==> src/rtl/fmpc_pkg.sv <==
`default_nettype none
package fmpc_pkg;
	localparam int MAX_CHANNELS = 512;
	localparam int LANES = 8;
	localparam int GROUPS = MAX_CHANNELS / LANES;
	localparam int GW = $clog2(GROUPS);
	localparam int CW = $clog2(MAX_CHANNELS + 1);
	localparam int LW = $clog2(LANES + 1);
	localparam logic [15:0] QNAN16 = 16'h7E00;

	typedef enum logic [1:0] {
		REG_KERNEL = 2'd0,
		REG_CHANNELS = 2'd1,
		REG_CLAMP_LO = 2'd2,
		REG_CLAMP_HI = 2'd3
	} reg_idx_t;

	typedef struct packed {
		logic first;
		logic last_elem;
		logic last_group;
		logic [LW-1:0] valid;
	} step_ctl_t;

	function automatic logic h_is_nan(input logic [15:0] b);
		h_is_nan = (b[14:10] == 5'h1F) && (b[9:0] != 10'd0);
	endfunction

	function automatic logic [15:0] h_key(input logic [15:0] b);
		h_key = b[15] ? ~b : (b | 16'h8000);
	endfunction

	function automatic logic [15:0] h_max(input logic [15:0] a, input logic [15:0] b);
		if (h_is_nan(a) || h_is_nan(b)) h_max = QNAN16;
		else h_max = (h_key(a) >= h_key(b)) ? a : b;
	endfunction

	function automatic logic [15:0] h_min(input logic [15:0] a, input logic [15:0] b);
		if (h_is_nan(a) || h_is_nan(b)) h_min = QNAN16;
		else h_min = (h_key(a) <= h_key(b)) ? a : b;
	endfunction
endpackage
`default_nettype wire

==> src/rtl/fmpc_lane.sv <==
`default_nettype none
// One lane: running max memory over channel groups, then clamp.
// Read is registered at accept; the write of the beat leaving s1 is forwarded
// when the incoming beat reads the same group.
module fmpc_lane (
	input wire logic clk,
	input wire logic acc,
	input wire logic [fmpc_pkg::GW-1:0] grp,
	input wire logic [15:0] din,
	input wire logic adv,
	input wire logic first_s1,
	input wire logic use_s1,
	input wire logic [fmpc_pkg::GW-1:0] grp_s1,
	input wire logic [15:0] lo,
	input wire logic [15:0] hi,
	output logic [15:0] dout
);
	import fmpc_pkg::*;
	logic [15:0] mem [GROUPS];
	logic [15:0] din_s1;
	logic [15:0] rd_raw_s1;
	logic [15:0] fwd_val_s1;
	logic fwd_s1;
	logic [15:0] rd;
	logic [15:0] m;
	logic wr;

	assign wr = adv && use_s1;
	assign rd = fwd_s1 ? fwd_val_s1 : rd_raw_s1;
	assign m = first_s1 ? din_s1 : h_max(rd, din_s1);
	assign dout = use_s1 ? h_max(h_min(m, hi), lo) : 16'd0;

	always_ff @(posedge clk) begin
		if (wr) mem[grp_s1] <= m;
		if (acc) begin
			din_s1 <= din;
			rd_raw_s1 <= mem[grp];
			fwd_s1 <= wr && (grp_s1 == grp);
			fwd_val_s1 <= m;
		end
	end
endmodule
`default_nettype wire

==> config.mk <==
export PLATFORM = sky130hd
export DESIGN_NAME = fmpc_lane
export DESIGN_NICKNAME = d
export VERILOG_FILES = /design/src/rtl/fmpc_pkg.sv /design/src/rtl/fmpc_lane.sv
export SDC_FILE = /design/constraint.sdc
export NUM_CORES = 1
export LEC_CHECK = 0
export ABC_AREA = 0
export BUFFER_PORTS_ARGS = -buffer_cell sky130_fd_sc_hd__buf_2
export CORE_UTILIZATION = 60
export CTS_BUF_LIST = sky130_fd_sc_hd__clkbuf_2 sky130_fd_sc_hd__clkbuf_4 sky130_fd_sc_hd__clkbuf_8
export DETAILED_ROUTE_END_ITERATION = 6
export HOLD_SLACK_MARGIN = 0.06
export PLACE_DENSITY = 0.81
export SYNTH_ARGS = -nofsm -noshare
export SYNTH_HDL_FRONTEND = slang
export SYNTH_SLANG_ARGS = --single-unit
==> constraint.sdc <==
create_clock -name clk -period 28.9 [get_ports clk]
set_clock_uncertainty 0.05 [all_clocks]
set_input_delay 1.445 -clock clk [delete_from_list [all_inputs] [get_ports clk]]
set_output_delay 1.445 -clock clk [all_outputs]
set_load 0.1 [all_outputs]
== Yosys cells after proc, flatten, opt, wreduce, memory -nomap -nowiden ==
Memories as Yosys holds them, arrays and structs flattened. A register that Yosys moved wholly into a read port is not among the register bits.
Cells that the tools add are included.

* Word-level logic and storage cells: 54
* Input bits: 65
* Register bits after elaboration: 33
* Memories: 1
* Output and inout port bits: 16
* Memory bits (writable): 1024

* Bitwise operators: 6
* Multiplexer cells: 17
* Reduce and logical (&&, ||, !) cells: 17
* Equal/unequal tests: 7
* Magnitude comparators: 3

{| class="wikitable"
|+ Memories
! name !! words !! bits a word !! read ports !! clocked after Yosys merged registers in !! wr ports !! line !! source
|-
| mem || 64 || 16 || 1 || 1 || 1 || fmpc_lane.sv:19 || <nowiki>logic [15:0] mem [GROUPS];</nowiki>
|}

{| class="wikitable"
|+ Operator list
! cell !! count
|-
| 2-to-1 mux 16 bit || 15
|-
| NOT 16 bit || 6
|-
| nonzero test 10 bit || 6
|-
| greater-or-equal comparator 16 bit || 2
|-
| == test 5 bit, second input constant || 6
|-
| less-or-equal comparator 16 bit || 1
|-
| logical AND 1 bit || 8
|-
| == test 6 bit || 1
|-
| logical OR 1 bit || 3
|-
| 2-to-1 mux 1 bit || 2
|}

== Logic depth before layout (Yosys ltp) ==
* Depth in word-level cells: 18
* Depth in mapped cells: 33
* Mapped depth without buffers: 29

== Least setup slack after synthesis ==
OpenSTA, ideal clock, no wires.

* Kind: register to output
* Start point: reg fwd_s1
* End point: out dout[8]
* Cell stages (with the launch flop): 31
* Setup slack: 12919 ps
* Buffers on the path: 4
* Required time: 27405 ps
* Arrival: 14486 ps
* Path through: edfxtp_1 -> buf_2 -> mux2i_1 -> clkbuf_1 -> xnor2_1 -> ha_1 -> nand2b_4 -> a2111oi_4 -> o21a_2 -> nor3_1 -> o31ai_1 -> xor2_1 -> ha_1 -> a211o_1 -> o211ai_1 -> a21oi_1 -> a2111oi_2 -> a21o_1 -> buf_4 -> a31oi_2 -> and3_1 -> or4_4 -> ha_1 -> a211oi_1 -> o21ai_0 -> o211ai_1 -> o211ai_1 -> a31oi_1 -> clkbuf_1 -> nand2_1 -> a2111oi_0

* Longest elaborated chain between the ends: 18
* Elaborated cells between the ends (all ways): 30
* Those cells by class: 3 x order compare; 3 x eq/ne; 12 x mux; 3 x bitwise; 9 x reduce/logical

{| class="wikitable"
|+ RTL lines
! element !! line !! source
|-
| start: declaration || fmpc_lane.sv:23 || <nowiki>logic fwd_s1;</nowiki>
|-
| start signal: assignment || fmpc_lane.sv:38 || <nowiki>fwd_s1 <= wr && (grp_s1 == grp);</nowiki>
|-
| 2-to-1 mux 16 bit (*) || fmpc_lane.sv:29 || <nowiki>assign rd = fwd_s1 ? fwd_val_s1 : rd_raw_s1;</nowiki>
|-
| NOT 16 bit || fmpc_pkg.sv:30 || <nowiki>h_key = b[15] ? ~b : (b | 16'h8000);</nowiki>
|-
| 2-to-1 mux 16 bit || fmpc_pkg.sv:30 ||
|-
| greater-or-equal comparator 16 bit || fmpc_pkg.sv:35 || <nowiki>else h_max = (h_key(a) >= h_key(b)) ? a : b;</nowiki>
|-
| 2-to-1 mux 16 bit || fmpc_pkg.sv:35 ||
|-
| 2-to-1 mux 16 bit (*) || fmpc_pkg.sv:34 || <nowiki>if (h_is_nan(a) || h_is_nan(b)) h_max = QNAN16;</nowiki>
|-
| 2-to-1 mux 16 bit (*) || fmpc_lane.sv:30 || <nowiki>assign m = first_s1 ? din_s1 : h_max(rd, din_s1);</nowiki>
|-
| via m[10] || fmpc_lane.sv:25 || <nowiki>logic [15:0] m;</nowiki>
|-
| [... 3 more ...] || -- ||
|-
| 2-to-1 mux 16 bit || fmpc_pkg.sv:40 || <nowiki>else h_min = (h_key(a) <= h_key(b)) ? a : b;</nowiki>
|-
| 2-to-1 mux 16 bit (*) || fmpc_pkg.sv:39 || <nowiki>if (h_is_nan(a) || h_is_nan(b)) h_min = QNAN16;</nowiki>
|-
| NOT 16 bit || fmpc_pkg.sv:30 ||
|-
| 2-to-1 mux 16 bit || fmpc_pkg.sv:30 ||
|-
| greater-or-equal comparator 16 bit || fmpc_pkg.sv:35 ||
|-
| 2-to-1 mux 16 bit || fmpc_pkg.sv:35 ||
|-
| 2-to-1 mux 16 bit (*) || fmpc_pkg.sv:34 ||
|-
| 2-to-1 mux 16 bit (*) || fmpc_lane.sv:31 || <nowiki>assign dout = use_s1 ? h_max(h_min(m, hi), lo) : 16'd0;</nowiki>
|-
| end: declaration || fmpc_lane.sv:16 || <nowiki>output logic [15:0] dout</nowiki>
|}

Mark *: on every way through the listed nets, which the timed path passes. The rest lies on a longest branch.

== Final worst setup path ==
* Start point: reg fwd_s1
* End point: out dout[0]

The elaborated chain is that of the path after synthesis.

==> flow_summary.toml <==
[clock_network]
cts.reportedPaths.clkPinSlew_ns = 0.06
cts_buffers = 162
h-tree-depth = 4
worst_skew_pair.late_latency_ns = 0.80
cts-hold-fix-buffers = 0
postCtsResizedCells = 0
root_buffer = "clkbuf_8"
cts_tree = "built"
clock_path_buffers = 3
clock_sinks = 1073
postCtsSetupBuffers = 0

[routing]
wire_per_inst_um = 29.8
wl_um = 99400
routed_via_density = 6.67
first_iter_violations = 3161
drc = 0
ant_nets = 0
via_count = 22300
drt-pass1-iter-count = 6

[worst_setup_path]
cp-startpoint = "fwd_s1$_DFFE_PP_"
slowest_delay_ns = 1.06
critPathKind = "reg2out"
critPathSlowestCell = "a31oi_2"
r2r_start = "fwd_s1$_DFFE_PP_"
worstPathRequired_ns = 27.41
cp_max_fo = 66
end_kind = "primary output"
cp.arrival_ns = 11.42
start_kind = "flop"
r2r_cells = 10

[logic_synthesis]
synth_warnings = 0
synth_ff_type = "edfxtp_1"
syn_inst = 2040
synthArstFlopShare_pct = 0
synth.area.top_cells = "edfxtp_1, mux4_2, ha_1, xnor2_1, xor2_1"
yosys.area.top_type = "edfxtp_1"
syn_area_mm2 = 0.0440
synth_top_cell_area_share_pct = 73.2
ys_ff_latch = 1073
seq_area_frac_synth_pct = 73.2
yosys.cell_types.count = 70
synth_edf_count = 1073
synth.avg_cell_area_um2 = 21.6
synthesis.nets = 2153

[timing]
setup_ws_ns = 15.99
hold_viol_final = 0
finalMaxSlewViolations = 0
worst_hold_slack_ns = 0.772
period_needed_ns = 12.91
setup_violations = 0
relSlewSlack_pct = 11.1
max_freq_ghz = 0.0774
tightest_slew_ns = 1.33
setup_tns_ns = 0
grt_setup_unrepaired = "no"
period_share_pct = 44.7

[power_and_ir_drop]
ir_drop_mv = 0.0933
leakage_nw = 15.8
p_per_area_mw_per_mm2 = 74.8
seqPwrFrac_pct = 50.2
combPwrFrac_pct = 17.5
p_sw_mw = 1.02
clock_power_share_pct = 32.3
p_int_mw = 2.66
switching_share_pct = 27.8

[finish]
instances_no_fill = 3339
area_growth_pct = 11.8
mostFrequentLayoutCell = "edfxtp_1"
drive_above_1_share_pct = 33.3
final_cell_mix = "edfxtp_1, mux4_2, clkbuf_8"
fin_nets = 2375
design_area_mm2 = 0.0492

[global_route]
grt_max_degree = 125
grt_pass1_wl_um = 148000
grt_pass1_vias = 22700
antenna_found_initial = 6
gr-total-overflow = 0
track_usage_pct = 27.7

[min_path]
min_from = "din[2]"
hold_depth = 1
hold_path_class = "in2reg"

[placement]
place_inst = 3048
routabilityCongestion = 0.884
port_buffers = 80
place_area_mm2 = 0.0461
hpwl_um = 60500
pre_cts_ws_ns = 16.94

[die]
num_io_pins = 81
die_y_um = 273
rows = 98
initial_utilization_pct = 61.1
fp.coreArea_mm2 = 0.0721
die-area_mm2 = 0.0745
die_x_um = 273

[status]
status = "finished clean"

[flow_run]
drv_cap = 0
-- kinds of logic after synthesis --
group | Yosys count | share of synthesized area (%)
buffers and inverters | 115 | 1.03
AO/OA/AOI/OAI | 119 | 2.24
AND/OR/NAND/NOR | 239 | 2.73
flip-flops | 1073 | 73.2
XOR/XNOR | 87 | 1.73
adder cells (fa/ha/maj) | 48 | 1.36
multiplexers | 359 | 17.7
-- flip-flops by register name, summed over array words and instances, names as in the netlist --
name,count
fwd_val_s1,16
fwd_s1,1
din_s1,16
mem,1024
rd_raw_s1,16
-- Yosys cell counts (4+ instances only) --
library cell,count
edfxtp_1,1073
mux4_2,336
nor2_1,81
clkbuf_1,64
xnor2_1,51
ha_1,48
nand2_1,42
buf_1,36
xor2_1,36
nand3_1,23
mux2i_1,20
nor3_1,20
o21ai_0,18
a21oi_1,12
nand2b_1,12
nand4_1,10
nor4_1,10
or3_1,10
o2111ai_1,8
o2bb2ai_1,8
buf_2,7
o2111a_1,7
inv_1,6
o221ai_1,6
and3_1,5
nand3b_1,5
o211ai_1,5
o21a_1,5
o31a_1,5
o31ai_1,5
a2111oi_0,4
a211oi_1,4
a21o_1,4
-- metal layers --
layer	track usage, %	part of all wire (%)
met5	0	0.033
met4	9.67	3.2
met3	6.31	9.8
met2	43.5	49
met1	38.8	38
-- final cells by class --
class,instances,area (um^2)
Clock buffer,217,2660
Timing Repair Buffer,167,1090
Inverter,6,22.5
Clock inverter,71,459
Fill cell,4237,22900
Tap cell,950,1190
Multi-Input combinational cell,852,11600
Antenna cell,3,7.51
Sequential cell,1073,32200
-- path summary, 6_finish.rpt --
check	end	slack (ns)
worst max-delay path	dout[0]	15.99
worst min-delay path	din_s1[2]$_DFFE_PP_	0.77
worst max register to register	mem[39][8]$_DFFE_PP_	24.07
worst min register to register	rd_raw_s1[8]$_DFFE_PP_	1.05
-- through the flow --
stage	total power, mW	utilization [%]
finish	3.68	68.3
global route	3.82	68.3
CTS	3.70	68.3
detailed placement	2.52	63.9
global placement	2.49	63.9
floorplan	2.33	-
-- critical path: cells and delay by family, from the launching register on --
kind            cells  cell delay (ns)
mux                 1             0.28
xor+xnor            2             0.54
buf+inv             2             0.79
flops               1             1.04
fa+ha+maj           3             0.85
simple gates        7             2.57
compound gates     15             4.56
-- power by group through the flow --
| stage | combinational [mW] | clock [mW] | sequential (mW) |
|---|---|---|---|
| final | 0.643 | 1.19 | 1.85 |
| after global routing | 0.691 | 1.28 | 1.85 |
| after CTS | 0.642 | 1.21 | 1.85 |
| after detailed placement | 0.641 | 0 | 1.88 |
| after global placement | 0.616 | 0 | 1.88 |
| after floorplan | 0.441 | 0 | 1.88 |
No activity file was read; power rests on OpenSTA's default activity.
